$ cat config.mk
export PLATFORM = sky130hd
export DESIGN_NAME = range_scan_segmenter_unit_flat
export DESIGN_NICKNAME = d
export VERILOG_FILES = /design/src/rss_pkg.sv /design/src/rss_ifs.sv /design/src/range_scan_segmenter_unit.sv /design/src/rss_in_stage.sv /design/src/rss_seg_core.sv /design/src/rss_res_queue.sv /design/src/flat_wrapper.sv
export SDC_FILE = /design/constraint.sdc
export NUM_CORES = 1
export LEC_CHECK = 0
export ABC_AREA = 1
export BUFFER_PORTS_ARGS = -buffer_cell sky130_fd_sc_hd__buf_2
export CORE_ASPECT_RATIO = 0.5
export CORE_MARGIN = 5
export CORE_UTILIZATION = 56
export DETAILED_ROUTE_END_ITERATION = 6
export PLACE_DENSITY = 0.74
export SYNTH_ARGS = -nofsm -noshare
export SYNTH_HDL_FRONTEND = slang
export SYNTH_SLANG_ARGS = --single-unit
$ cat constraint.sdc
create_clock -name i_clk -period 14.7 [get_ports i_clk]
set_input_delay 1.47 -clock i_clk [delete_from_list [all_inputs] [get_ports i_clk]]
set_output_delay 1.47 -clock i_clk [all_outputs]
set_load 0.05 [all_outputs]
$ cat src/rss_pkg.sv
// Shared types and constants of the range scan segmenter.
// No dependencies; every other file of the block imports this package.
package rss_pkg;

    // Scan geometry and field widths
    localparam int SCAN_POINTS = 2048;
    localparam int IDX_W       = 11;
    localparam int CNT_W       = 12;
    localparam int RANGE_W     = 16;
    localparam int CFG_IDX_W   = 2;
    localparam int CFG_DATA_W  = 16;
    localparam int MINP_W      = 12;

    localparam logic [IDX_W-1:0] BEAM_MAX  = IDX_W'(SCAN_POINTS - 1);
    localparam logic [CNT_W-1:0] CNT_LIMIT = CNT_W'(SCAN_POINTS);

    // Configuration register indexes
    localparam logic [CFG_IDX_W-1:0] CFG_MAX_RANGE  = 2'd0;
    localparam logic [CFG_IDX_W-1:0] CFG_MAX_DELTA  = 2'd1;
    localparam logic [CFG_IDX_W-1:0] CFG_MIN_POINTS = 2'd2;

    // Configuration reset values
    localparam logic [RANGE_W-1:0] MAX_RANGE_RST  = 16'd8000;
    localparam logic [RANGE_W-1:0] MAX_DELTA_RST  = 16'd500;
    localparam logic [MINP_W-1:0]  MIN_POINTS_RST = 12'd5;

    // Result queue
    localparam int QUEUE_DEPTH = 4;
    localparam int QPTR_W      = 2;
    localparam int QCNT_W      = 3;

    // One range sample request
    typedef struct packed {
        logic [RANGE_W-1:0] range_sample;
        logic               scan_last;
    } t_item;

    // One segment report
    typedef struct packed {
        logic [IDX_W-1:0]   start_index;
        logic [IDX_W-1:0]   end_index;
        logic [CNT_W-1:0]   point_count;
        logic [RANGE_W-1:0] range_before;
        logic               before_known;
        logic [RANGE_W-1:0] range_after;
        logic               after_known;
        logic               last_of_item;
    } t_result;

    // Results produced by one sample, handed to the queue
    typedef struct packed {
        logic    push_one;
        logic    push_two;
        t_result first;
        t_result second;
    } t_push;

endpackage

$ cat src/rss_ifs.sv
// Channel interfaces of the range scan segmenter: sample, report and config.
// Depends on rss_pkg for the field widths.
interface rss_in_if;
    import rss_pkg::*;
    logic               valid;
    logic               ready;
    logic [RANGE_W-1:0] range_sample;
    logic               scan_last;
    modport source (output valid, range_sample, scan_last, input ready);
    modport sink   (input valid, range_sample, scan_last, output ready);
endinterface

interface rss_out_if;
    import rss_pkg::*;
    logic               valid;
    logic               ready;
    logic [IDX_W-1:0]   start_index;
    logic [IDX_W-1:0]   end_index;
    logic [CNT_W-1:0]   point_count;
    logic [RANGE_W-1:0] range_before;
    logic               before_known;
    logic [RANGE_W-1:0] range_after;
    logic               after_known;
    logic               last_of_item;
    modport source (output valid, start_index, end_index, point_count, range_before,
                    before_known, range_after, after_known, last_of_item, input ready);
    modport sink   (input valid, start_index, end_index, point_count, range_before,
                    before_known, range_after, after_known, last_of_item, output ready);
endinterface

interface rss_cfg_if;
    import rss_pkg::*;
    logic                  valid;
    logic                  ready;
    logic [CFG_IDX_W-1:0]  index;
    logic [CFG_DATA_W-1:0] data;
    modport source (output valid, index, data, input ready);
    modport sink   (input valid, index, data, output ready);
endinterface

$ cat src/range_scan_segmenter_unit.sv
// Range scan segmenter: jump-distance segmentation of laser range scans.
// Channels: i_in takes one range sample request per accept (range_sample,
// scan_last); o_out gives segment reports; i_cfg writes max_range (index 0),
// max_range_delta (index 1) and min_points (index 2), and is always ready.
// Only write config while no sample or report is in flight.
// An accepted sample is registered, then processed into the result queue once
// the queue has room; its first report is valid on o_out once it is queued.
// Throughput: one sample per cycle. A sample that both closes a segment and
// ends the scan yields two reports, which leave one per cycle, while the
// receiver is ready, from a four-entry result queue; the processing step
// stalls while the queue has fewer than two free entries.
// Reset (synchronous, i_rst_n low) loads the config defaults 8000 / 500 / 5,
// empties the queue and starts a new scan at beam 0.
// When the receiver stalls, reports wait in the queue, the input register
// then holds its sample, and i_in.ready drops until space frees up.
// Depends on rss_pkg, rss_ifs, rss_in_stage, rss_seg_core, rss_res_queue.
module range_scan_segmenter_unit (
    input  logic         i_clk,
    input  logic         i_rst_n,
    rss_in_if.sink       i_in,
    rss_cfg_if.sink      i_cfg,
    rss_out_if.source    o_out
);
    import rss_pkg::*;

    t_item   in_item;
    t_item   held_item;
    logic    held_valid;
    logic    take;
    logic    room;
    t_push   push;
    t_result head;

    assign in_item.range_sample = i_in.range_sample;
    assign in_item.scan_last    = i_in.scan_last;
    assign i_cfg.ready          = 1'b1;

    rss_in_stage u_in_stage (
        .i_clk   (i_clk),
        .i_rst_n (i_rst_n),
        .i_valid (i_in.valid),
        .i_item  (in_item),
        .o_ready (i_in.ready),
        .o_valid (held_valid),
        .o_item  (held_item),
        .i_take  (take)
    );

    rss_seg_core u_seg_core (
        .i_clk        (i_clk),
        .i_rst_n      (i_rst_n),
        .i_cfg_valid  (i_cfg.valid),
        .i_cfg_index  (i_cfg.index),
        .i_cfg_data   (i_cfg.data),
        .i_item_valid (held_valid),
        .i_item       (held_item),
        .i_room       (room),
        .o_take       (take),
        .o_push       (push)
    );

    rss_res_queue u_res_queue (
        .i_clk    (i_clk),
        .i_rst_n  (i_rst_n),
        .i_push   (push),
        .o_room   (room),
        .o_valid  (o_out.valid),
        .o_result (head),
        .i_ready  (o_out.ready)
    );

    // Report fields
    assign o_out.start_index  = head.start_index;
    assign o_out.end_index    = head.end_index;
    assign o_out.point_count  = head.point_count;
    assign o_out.range_before = head.range_before;
    assign o_out.before_known = head.before_known;
    assign o_out.range_after  = head.range_after;
    assign o_out.after_known  = head.after_known;
    assign o_out.last_of_item = head.last_of_item;

endmodule

$ cat src/rss_in_stage.sv
// Input register of the range scan segmenter: holds one sample request.
// Depends on rss_pkg.
module rss_in_stage (
    input  logic           i_clk,
    input  logic           i_rst_n,
    input  logic           i_valid,
    input  rss_pkg::t_item i_item,
    output logic           o_ready,
    output logic           o_valid,
    output rss_pkg::t_item o_item,
    input  logic           i_take
);
    import rss_pkg::*;

    logic  r_valid;
    t_item r_item;

    // Free when empty or when the held sample is consumed this cycle
    assign o_ready = !r_valid || i_take;
    assign o_valid = r_valid;
    assign o_item  = r_item;

    always_ff @(posedge i_clk) begin
        if (!i_rst_n) begin
            r_valid <= 1'b0;
        end else if (o_ready) begin
            r_valid <= i_valid;
        end
    end

    always_ff @(posedge i_clk) begin
        if (o_ready && i_valid) begin
            r_item <= i_item;
        end
    end

endmodule

$ cat src/rss_seg_core.sv
// Segmentation state and config registers: one sample per cycle while the queue has room, up to two reports.
// Depends on rss_pkg.
module rss_seg_core (
    input  logic                           i_clk,
    input  logic                           i_rst_n,
    input  logic                           i_cfg_valid,
    input  logic [rss_pkg::CFG_IDX_W-1:0]  i_cfg_index,
    input  logic [rss_pkg::CFG_DATA_W-1:0] i_cfg_data,
    input  logic                           i_item_valid,
    input  rss_pkg::t_item                 i_item,
    input  logic                           i_room,
    output logic                           o_take,
    output rss_pkg::t_push                 o_push
);
    import rss_pkg::*;

    // Configuration
    logic [RANGE_W-1:0] r_max_range;
    logic [RANGE_W-1:0] r_max_delta;
    logic [MINP_W-1:0]  r_min_points;

    // Scan and open segment state
    logic [RANGE_W-1:0] r_prev;
    logic [IDX_W-1:0]   r_beam;
    logic [CNT_W-1:0]   r_cnt;
    logic [IDX_W-1:0]   r_start;
    logic [IDX_W-1:0]   r_end;
    logic [RANGE_W-1:0] r_before;
    logic               r_known;

    logic [RANGE_W-1:0] n_prev;
    logic [IDX_W-1:0]   n_beam;
    logic [CNT_W-1:0]   n_cnt;
    logic [IDX_W-1:0]   n_start;
    logic [IDX_W-1:0]   n_end;
    logic [RANGE_W-1:0] n_before;
    logic               n_known;

    logic [RANGE_W-1:0] sample;
    logic               in_range;
    logic               first_beam;
    logic [RANGE_W-1:0] diff;
    logic               brk;
    logic [CNT_W-1:0]   cnt_kept;
    logic [CNT_W-1:0]   cnt_grown;
    logic               emit_break;
    logic               emit_flush;
    t_result            seg_break;
    t_result            seg_flush;

    assign o_take = i_item_valid && i_room;

    // Config writes
    always_ff @(posedge i_clk) begin
        if (!i_rst_n) begin
            r_max_range  <= MAX_RANGE_RST;
            r_max_delta  <= MAX_DELTA_RST;
            r_min_points <= MIN_POINTS_RST;
        end else if (i_cfg_valid) begin
            unique case (i_cfg_index)
                CFG_MAX_RANGE:  r_max_range  <= i_cfg_data;
                CFG_MAX_DELTA:  r_max_delta  <= i_cfg_data;
                CFG_MIN_POINTS: r_min_points <= i_cfg_data[MINP_W-1:0];
                default: ;
            endcase
        end
    end

    // Break decision between this sample and the previous one
    assign sample     = i_item.range_sample;
    assign in_range   = sample < r_max_range;
    assign first_beam = r_beam == '0;
    assign diff       = (sample >= r_prev) ? (sample - r_prev) : (r_prev - sample);
    assign brk        = !in_range || (r_prev >= r_max_range) || (diff > r_max_delta);

    // Open segment closes on a break; the first beam always starts fresh
    assign cnt_kept   = (first_beam || brk) ? '0 : r_cnt;
    assign emit_break = !first_beam && brk && (r_cnt != '0)
                        && (r_cnt >= r_min_points);
    assign cnt_grown  = (cnt_kept < CNT_LIMIT) ? cnt_kept + 1'b1 : cnt_kept;

    // Next segment state after adding this sample
    always_comb begin
        n_cnt    = cnt_kept;
        n_start  = r_start;
        n_end    = r_end;
        n_before = r_before;
        n_known  = r_known;
        if (in_range) begin
            n_cnt = cnt_grown;
            n_end = r_beam;
            if (cnt_grown == CNT_W'(1)) begin
                n_start  = r_beam;
                n_before = first_beam ? '0 : r_prev;
                n_known  = !first_beam;
            end
        end
    end

    assign emit_flush = i_item.scan_last && (n_cnt != '0) && (n_cnt >= r_min_points);

    // Report of the segment closed by this sample
    always_comb begin
        seg_break.start_index  = r_start;
        seg_break.end_index    = r_end;
        seg_break.point_count  = r_cnt;
        seg_break.range_before = r_known ? r_before : '0;
        seg_break.before_known = r_known;
        seg_break.range_after  = sample;
        seg_break.after_known  = 1'b1;
        seg_break.last_of_item = !emit_flush;
    end

    // Report of the segment flushed at scan end
    always_comb begin
        seg_flush.start_index  = n_start;
        seg_flush.end_index    = n_end;
        seg_flush.point_count  = n_cnt;
        seg_flush.range_before = n_known ? n_before : '0;
        seg_flush.before_known = n_known;
        seg_flush.range_after  = '0;
        seg_flush.after_known  = 1'b0;
        seg_flush.last_of_item = 1'b1;
    end

    always_comb begin
        o_push.push_one = o_take && (emit_break || emit_flush);
        o_push.push_two = o_take && emit_break && emit_flush;
        o_push.first    = emit_break ? seg_break : seg_flush;
        o_push.second   = seg_flush;
    end

    // Scan position wraps at scan end and saturates otherwise
    assign n_beam = i_item.scan_last ? '0 : ((r_beam < BEAM_MAX) ? r_beam + 1'b1 : r_beam);
    assign n_prev = i_item.scan_last ? '0 : sample;

    always_ff @(posedge i_clk) begin
        if (!i_rst_n) begin
            r_prev   <= '0;
            r_beam   <= '0;
            r_cnt    <= '0;
            r_start  <= '0;
            r_end    <= '0;
            r_before <= '0;
            r_known  <= 1'b0;
        end else if (o_take) begin
            r_prev   <= n_prev;
            r_beam   <= n_beam;
            r_cnt    <= i_item.scan_last ? '0 : n_cnt;
            r_start  <= n_start;
            r_end    <= n_end;
            r_before <= n_before;
            r_known  <= n_known;
        end
    end

endmodule

$ cat src/rss_res_queue.sv
// Result queue of the range scan segmenter: takes up to two reports a cycle,
// hands out one while the receiver is ready. Depends on rss_pkg.
module rss_res_queue (
    input  logic             i_clk,
    input  logic             i_rst_n,
    input  rss_pkg::t_push   i_push,
    output logic             o_room,
    output logic             o_valid,
    output rss_pkg::t_result o_result,
    input  logic             i_ready
);
    import rss_pkg::*;

    t_result             r_mem [QUEUE_DEPTH];
    logic [QPTR_W-1:0]   r_head;
    logic [QPTR_W-1:0]   r_tail;
    logic [QCNT_W-1:0]   r_count;
    logic                pop;
    logic [QPTR_W-1:0]   tail_next;
    logic [QCNT_W-1:0]   push_n;

    // Room for a worst-case sample of two reports
    assign o_room    = r_count <= QCNT_W'(QUEUE_DEPTH - 2);
    assign o_valid   = r_count != '0;
    assign pop       = o_valid && i_ready;
    assign tail_next = r_tail + 1'b1;
    assign push_n    = i_push.push_two ? QCNT_W'(2)
                     : (i_push.push_one ? QCNT_W'(1) : QCNT_W'(0));

    // Storage writes
    always_ff @(posedge i_clk) begin
        if (i_push.push_one) begin
            r_mem[r_tail] <= i_push.first;
        end
        if (i_push.push_two) begin
            r_mem[tail_next] <= i_push.second;
        end
    end

    // Head read
    assign o_result = r_mem[r_head];

    // Pointers and fill level
    always_ff @(posedge i_clk) begin
        if (!i_rst_n) begin
            r_head  <= '0;
            r_tail  <= '0;
            r_count <= '0;
        end else begin
            r_tail  <= r_tail + push_n[QPTR_W-1:0];
            r_count <= r_count + push_n - QCNT_W'(pop);
            if (pop) begin
                r_head <= r_head + 1'b1;
            end
        end
    end

endmodule
$ cat src/flat_wrapper.sv
// flat-port wrapper written by rule: the top's interface ports become plain ports
module range_scan_segmenter_unit_flat import rss_pkg::*;
  (i_clk, i_rst_n, i_in_valid, i_in_range_sample, i_in_scan_last, i_in_ready, i_cfg_valid, i_cfg_index, i_cfg_data, i_cfg_ready, o_out_valid, o_out_start_index, o_out_end_index, o_out_point_count, o_out_range_before, o_out_before_known, o_out_range_after, o_out_after_known, o_out_last_of_item, o_out_ready);
  rss_in_if i_in_i ();
  rss_cfg_if i_cfg_i ();
  rss_out_if o_out_i ();
  input  logic i_clk;
  input  logic i_rst_n;
  input wire logic [$bits(i_in_i.valid)-1:0] i_in_valid;
  input wire logic [$bits(i_in_i.range_sample)-1:0] i_in_range_sample;
  input wire logic [$bits(i_in_i.scan_last)-1:0] i_in_scan_last;
  output wire logic [$bits(i_in_i.ready)-1:0] i_in_ready;
  input wire logic [$bits(i_cfg_i.valid)-1:0] i_cfg_valid;
  input wire logic [$bits(i_cfg_i.index)-1:0] i_cfg_index;
  input wire logic [$bits(i_cfg_i.data)-1:0] i_cfg_data;
  output wire logic [$bits(i_cfg_i.ready)-1:0] i_cfg_ready;
  output wire logic [$bits(o_out_i.valid)-1:0] o_out_valid;
  output wire logic [$bits(o_out_i.start_index)-1:0] o_out_start_index;
  output wire logic [$bits(o_out_i.end_index)-1:0] o_out_end_index;
  output wire logic [$bits(o_out_i.point_count)-1:0] o_out_point_count;
  output wire logic [$bits(o_out_i.range_before)-1:0] o_out_range_before;
  output wire logic [$bits(o_out_i.before_known)-1:0] o_out_before_known;
  output wire logic [$bits(o_out_i.range_after)-1:0] o_out_range_after;
  output wire logic [$bits(o_out_i.after_known)-1:0] o_out_after_known;
  output wire logic [$bits(o_out_i.last_of_item)-1:0] o_out_last_of_item;
  input wire logic [$bits(o_out_i.ready)-1:0] o_out_ready;
  assign i_in_i.valid = i_in_valid;
  assign i_in_i.range_sample = i_in_range_sample;
  assign i_in_i.scan_last = i_in_scan_last;
  assign i_in_ready = i_in_i.ready;
  assign i_cfg_i.valid = i_cfg_valid;
  assign i_cfg_i.index = i_cfg_index;
  assign i_cfg_i.data = i_cfg_data;
  assign i_cfg_ready = i_cfg_i.ready;
  assign o_out_valid = o_out_i.valid;
  assign o_out_start_index = o_out_i.start_index;
  assign o_out_end_index = o_out_i.end_index;
  assign o_out_point_count = o_out_i.point_count;
  assign o_out_range_before = o_out_i.range_before;
  assign o_out_before_known = o_out_i.before_known;
  assign o_out_range_after = o_out_i.range_after;
  assign o_out_after_known = o_out_i.after_known;
  assign o_out_last_of_item = o_out_i.last_of_item;
  assign o_out_i.ready = o_out_ready;
  range_scan_segmenter_unit u_core (.i_clk(i_clk), .i_rst_n(i_rst_n), .i_in(i_in_i), .i_cfg(i_cfg_i), .o_out(o_out_i));
endmodule
==> out/qor.yml, run 1 <==
yosys:
  yosys.area.top_type: "edfxtp_1"
  synthCells: 2975
  synth_top_area_share: 0.2856
  synth_seq_area_share: 0.4613
  synth.most_common_cell: "nand2_1"
  synth_edf_count: 221
  synth_area_leaders: "edfxtp_1 29%, dfxtp_1 18%, nand2_1 13%, o21ai_0 7.9%, ha_1 5.9%"
  yosysWarnings: 0
  yosys-top-cells-count: "787 x nand2_1, 366 x o21ai_0, 263 x nor2_1, 254 x inv_1, 221 x edfxtp_1"
  async_flop_share: 0
  synth.avg_cell_area_um2: 7.811
  syn-num-nets: 3127
  syn_area_um2: 23240
  synth_cell_types: 54
  ys_ff_latch: 425
  synthFlopType: "edfxtp_1"
sta:
  maxSlewHeadroom: 0.2332
  fin_crit_ns: 9.524
  report.final.setup_viol: 0
  finClkSkew_ns: 0.02635
  tns_ns: 0
  tightest_slew_ns: 1.149
  rsz0062_at_grt: "false"
  finalMaxSlewViolations: 0
  hold_viol: 0
  period_share: 0.6479
  max_freq_mhz: 105.0
detailed_routing:
  dr.first_iter.drc_count: 2327
  drtAntennaViolNets: 0
  first_pass_iters: 5
  wl_um: 68860
  vias: 20870
  wl_per_cell_um: 19.38
  route.detailed.drc: 0
  viasPerCell: 5.873
critical_path:
  worst_setup_path_start_kind: "flop"
  crit_fanout: 41
  cp.required_ns: 15.05
  crit_slowest_cell: "inv_2"
  slowest_delay_ns: 1.06
  path_class: "flop to flop"
  path_common_cell: "nand2_1"
  crit_buf_inv: 10
  crit_family: "simple AND/OR/NAND/NOR gates"
  end_kind: "flop"
  cp.arrival_ns: 9.87
clock_network:
  htree_levels: 2
  cts_tree: "built"
  cts.path.max_buffers: 3
  clk_latency_ns: 0.56
  clock_sinks: 425
  cts_buffers: 39
  hold_buffers: 0
  cts_resized: 0
  cts_root_buf: "clkbuf_16"
  path_clk_slew_ns: 0.07
  post_cts_buffers: 0
pwr:
  power_density_nw_per_um2: 136.2
  p_comb_frac: 0.307
  peakVddDrop_mv: 0.08673
  p_sw_frac: 0.3829
  switching_power_w: 0.001317
  clockPowerShare: 0.307
  leakage_nw: 10.75
  p_int_w: 0.002122
  pwr-share-seq: 0.386
cells_and_area:
  final_net_count: 3135
  area_delta_synth_final_pct: 8.626
  antenna_cells: 0
  drive_above_1_share: 0.09127
  final_util: 0.6197
  fillers: 3561
floorplanning:
  rows: 52
  die_h_um: 154.0
  num_io_pins: 112
  die_area_um2: 45920
  die_w_um: 298.1
  start_util: 0.5705
  core_area_um2: 40730
grt:
  antenna_found_initial: 0
  grt_pass1_wl_um: 107700
  grt_max_degree: 86
  grt_pass1_vias: 19210
  track_usage: 0.2904
  overflow: 0
min_path:
  hp-class: "flop to flop"
placed_design:
  portBuffers: 110
  routabilityCongestion: 0.9409
  dpl.hpwl_um: 43520
flow_run:
  cap_viol_max_count: 0
status:
  status: "completed"
==> path summary, 6_finish.rpt <==
check / startpoint / to / slack [ns] / depth (start not counted)
worst max-delay path: u_core.u_seg_core.r_prev[5] / u_core.u_res_queue.r_mem[3][60] / 5.18 / 47
worst min register to register: u_core.u_res_queue.r_mem[2][11] / u_core.u_res_queue.r_mem[2][11] / 0.47 / 2
worst max register to register: u_core.u_seg_core.r_prev[5] / u_core.u_res_queue.r_mem[3][60] / 5.18 / 47
worst min-delay path: u_core.u_res_queue.r_mem[2][11] / u_core.u_res_queue.r_mem[2][11] / 0.47 / 2
==> per-stage QoR <==
step / instances / worst slack, ns / total power (W) / hold slack, ns / cell area (um2)
floorplan: 2975 / 7.048 / 0.002123 / 0.4236 / 23240
global placement: 3482 / 5.646 / 0.002379 / 0.4408 / 23940
detailed placement: 3482 / 5.445 / 0.002396 / 0.4480 / 23940
CTS: 3553 / 5.422 / 0.003438 / 0.4632 / 25240
global route: 3553 / 4.232 / 0.003585 / 0.4832 / 25240
finish: 3553 / 5.176 / 0.003439 / 0.4673 / 25240
==> registers in the layout (all words and copies together) (netlist names), named ones only <==
register                        flops
u_core.u_seg_core.r_prev           16
u_core.u_seg_core.r_beam           11
u_core.u_seg_core.r_max_range      16
u_core.u_seg_core.r_cnt            12
u_core.u_seg_core.r_min_points     12
u_core.u_in_stage.o_valid           1
u_core.u_res_queue.r_tail           2
u_core.u_res_queue.r_head           2
u_core.u_in_stage.o_item           17
u_core.u_res_queue.r_count          3
u_core.u_res_queue.r_mem          276
u_core.u_seg_core.r_known           1
u_core.u_seg_core.r_start          11
u_core.u_seg_core.r_before         16
u_core.u_seg_core.r_max_delta      16
u_core.u_seg_core.r_end            11
==> power by group through the flow <==
stage          registers (W)  clock network [W]  logic [W]
3_5_place_dp         0.00135                  0    0.00104
3_3_place_gp         0.00135                  0    0.00103
6_report             0.00133            0.00106    0.00105
4_1_cts              0.00133            0.00106    0.00105
2_1_floorplan        0.00133                  0   0.000797
5_1_grt              0.00133            0.00112    0.00113
==> logic make-up (layout without fill, tap and decap cells) <==
family                   Yosys count  count (layout)  synth area share
adder cells (fa/ha/maj)          112             112           0.06128
buffers and inverters            447             485           0.07678
multiplexers                       3               3          0.001292
other                              1               1         0.0001614
AO/OA/AOI/OAI                    679             679            0.1583
AND/OR/NAND/NOR                 1291            1291            0.2341
XOR/XNOR                          17              17          0.006731
flip-flops                       425             425            0.4613
==> layout by cell type (no fill, tap or decap), drive strengths merged, types with 5 or more instances in the layout <==
cell,n
o21a,7
nand3,151
nand4,34
o21ai,387
inv,286
o22ai,69
a21oi,151
xor2,6
nor4,5
ha,109
nor3,19
nand2,801
xnor2,11
buf,128
dfxtp,204
edfxtp,221
nor2,277
o211ai,14
clkbuf,56
clkinv,10
a21o,5
o21bai,30
==> worst reg2reg max path: cells and delay by family (launching register included) <==
kind,cells,cell delay [ns]
AND/OR/NAND/NOR,22,3.60
AO/OA/AOI/OAI,10,2.09
buffers and inverters,10,1.84
adder cells (fa/ha/maj),4,1.13
flip-flops,1,0.42
XOR/XNOR,1,0.21
==> final cells by class <==
class | count | area, um2 | share of cell area
timing repair buffer | 128 | 685.7 | 0.02716
tap | 540 | 675.6 | 0.02677
inverter | 286 | 1076 | 0.04263
sequential | 425 | 10730 | 0.4249
multi-input combinational | 2103 | 10780 | 0.4270
clock buffer | 56 | 1121 | 0.04441
clock inverter | 15 | 178.9 | 0.007088
==> routing by layer <==
layer  up-vias  wire [um]  share of wire  GRT usage
li1       9966          -              -          -
met1      9741      29530           0.43     0.4122
met2      1034      30920           0.45     0.4646
met3       124       6739          0.098    0.05228
met4         0       1677          0.024    0.07426
met5         -          0              0          0
Note: power is estimated with default switching activity, not from simulation.
==> inputs of run 2 (changes only) <==
Settings changed: ABC_AREA 1 to 0, PLACE_DENSITY 0.74 to 0.77.
Clock period 14.7 ns to 8.6 ns, I/O delays scaled along.
==> run 2 against run 1 <==
Non-clock buffer count increased by 65. Critical path depth decreased by 7. Clock power increased by 73%. Final cell count decreased by 21%. Power increased by 59%. Highest routed layer unchanged. Clock skew decreased by 0.011 ns.
==> out/qor.yml, run 2 <==
critical_path:
  rr_worst_depth: 40
  path_class: "flop to flop"
  slowest_delay_ns: 0.47
  crit_buf_inv: 5
  cp.required_ns: 9.02
  r2r_setup_slack_ns: 0.50
  cp.arrival_ns: 8.52
  worstReg2RegStart: "u_core.u_in_stage.o_item[1]"
  reg2reg_to: "u_core.u_res_queue.r_count[2]"
  end_kind: "flop"
  crit_fanout: 21
  worst_setup_path_start_kind: "flop"
  crit_slowest_cell: "or4_4"
  crit_family: "compound AO/OA/AOI/OAI gates"
  path_common_cell: "ha_1"
yosys:
  async_flop_share: 0
  syn-num-nets: 2312
  yosys.area.top_type: "edfxtp_1"
  synth_edf_count: 221
  synth.avg_cell_area_um2: 10.25
  synth.most_common_cell: "nand2_1"
  synthCells: 2160
  synthFlopType: "edfxtp_1"
  syn_area_um2: 22130
  synth_area_leaders: "edfxtp_1 30%, dfxtp_1 18%, mux4_2 7.0%, ha_1 6.2%, nand2_1 4.6%"
  synth_cell_types: 86
  synth_top_area_share: 0.2999
  synth_seq_area_share: 0.4844
  ys_ff_latch: 425
  yosys-top-cells-count: "270 x nand2_1, 221 x edfxtp_1, 204 x dfxtp_1, 155 x a21oi_1, 130 x nor2_1"
  yosysWarnings: 0
detailed_routing:
  drtAntennaViolNets: 0
  route.met3.wl_um: 6788
  vias: 17840
  dr_wl_met2_um: 29630
  highest_layer: "met4"
  route.detailed.drc: 0
  wl_met1_um: 25380
  viasPerCell: 6.385
  wl_um: 63890
  dr.first_iter.drc_count: 2110
  wl_per_cell_um: 22.87
  first_pass_iters: 5
pwr:
  pwr-share-seq: 0.409
  power_w: 0.005482
  p_int_w: 0.003685
  leakage_nw: 9.044
  p_sw_frac: 0.3278
  peakVddDrop_mv: 0.1585
  clockPowerShare: 0.334
  p_comb_frac: 0.257
  switching_power_w: 0.001797
  power_density_nw_per_um2: 220.5
placed_design:
  dpl.hpwl_um: 42730
  dp.cells: 2719
  portBuffers: 110
  routabilityCongestion: 0.9537
  placed_area_um2: 23420
cells_and_area:
  final_cells: 2794
  drive_above_1_share: 0.1723
  area_delta_synth_final_pct: 12.31
  final_net_count: 2386
  mostFrequentLayoutCell: "nand2_1"
  largest_reg_flops: 276
  final_area_um2: 24860
  final_util: 0.6375
  mostFrequentLayoutCells: "268 x nand2_1, 221 x edfxtp_1, 202 x dfxtp_1"
  top_register: "u_core.u_res_queue.r_mem"
min_path:
  hold_end: "u_core.u_res_queue.r_mem[3][1]"
  hold_path_depth: 1
  hp-class: "flop to flop"
  min_from: "u_core.u_res_queue.r_mem[3][1]"
clock_network:
  clk_latency_ns: 0.56
  htree_levels: 2
  clock_sinks: 425
  cts_root_buf: "clkbuf_16"
  path_clk_slew_ns: 0.07
  cts_buffers: 38
  cts.path.max_buffers: 3
  hold_buffers: 0
  cts_tree: "built"
sta:
  hold_viol: 0
  period_share: 0.9420
  finalMaxSlewViolations: 0
  tns_ns: 0
  fin_crit_ns: 8.101
  tightest_slew_ns: 1.267
  max_freq_mhz: 123.4
  finClkSkew_ns: 0.01486
  report.final.setup_viol: 0
  rsz0062_at_grt: "false"
  maxSlewHeadroom: 0.1551
floorplanning:
  die_area_um2: 43830
  die_h_um: 150.6
  num_io_pins: 112
  rows: 51
  start_util: 0.5676
  die_w_um: 291.1
  core_area_um2: 38990
grt:
  grt_max_degree: 70
  grt_pass1_vias: 17340
  track_usage: 0.2856
  grt_pass1_wl_um: 98930
  overflow: 0
  antenna_found_initial: 1
status:
  status: "completed"
flow_run:
  cap_viol_max_count: 0
-- run 2: kinds of logic after synthesis --
kind of cell / synth area share
AO/OA/AOI/OAI: 0.1654
flip-flops: 0.4844
AND/OR/NAND/NOR: 0.1393
multiplexers: 0.08159
adder cells (fa/ha/maj): 0.06479
other: 0.0001695
XOR/XNOR: 0.01617
buffers and inverters: 0.04811
-- run 2: what timing repair did --
action / 4_1_cts / 5_1_grt
endpoints found under the setup margin: 7 / 479
setup buffers: 0 / 5
gates resized for setup: 2 / 21
pin swaps: 0 / 5
-- run 2: through the flow --
stage	hold WS, ns	setup slack, ns
3_5_place_dp	0.4395	-0.01004
2_1_floorplan	0.4211	0.03439
3_3_place_gp	0.4299	0.2098
6_report	0.4521	0.4990
5_1_grt	0.4719	0.006743
4_1_cts	0.4552	0.01001
-- run 2: how the worst max path moves through the flow --
stage	from	to	cells after the start
after floorplan	u_core.u_in_stage.o_item[1]	u_core.u_res_queue.r_mem[3][0]	40
after global placement	u_core.u_in_stage.o_item[1]	u_core.u_res_queue.r_mem[0][20]	38
after detailed placement	u_core.u_in_stage.o_item[1]	u_core.u_res_queue.r_mem[1][22]	38
after CTS	u_core.u_in_stage.o_item[1]	u_core.u_res_queue.r_mem[3][26]	38
after global routing	u_core.u_in_stage.o_item[1]	u_core.u_res_queue.r_count[2]	41
final	u_core.u_in_stage.o_item[1]	u_core.u_res_queue.r_count[2]	40
-- run 2: per-layer routing --
layer	track usage	vias up
met2	0.4609	957
li1	-	8118
met1	0.3831	8616
met3	0.07149	149
met4	0.09594	0
met5	0	-
-- run 2: layout make-up --
cell class,count,area (um2)
antenna,1,2.502
clock buffer,55,1107
clock inverter,14,211.5
fill,2979,14130
inverter,112,425.4
multi-input combinational,1464,10480
sequential,425,10730
tap,530,663.1
timing repair buffer,193,1240
-- run 2: power by group through the flow --
stage	Sequential, W	Clock [W]	Combinational (W)
floorplan	0.00222	0	0.00111
global placement	0.00229	0	0.00138
detailed placement	0.00229	0	0.00139
CTS	0.00225	0.00183	0.00139
global route	0.00226	0.00192	0.00149
finish	0.00224	0.00183	0.00141
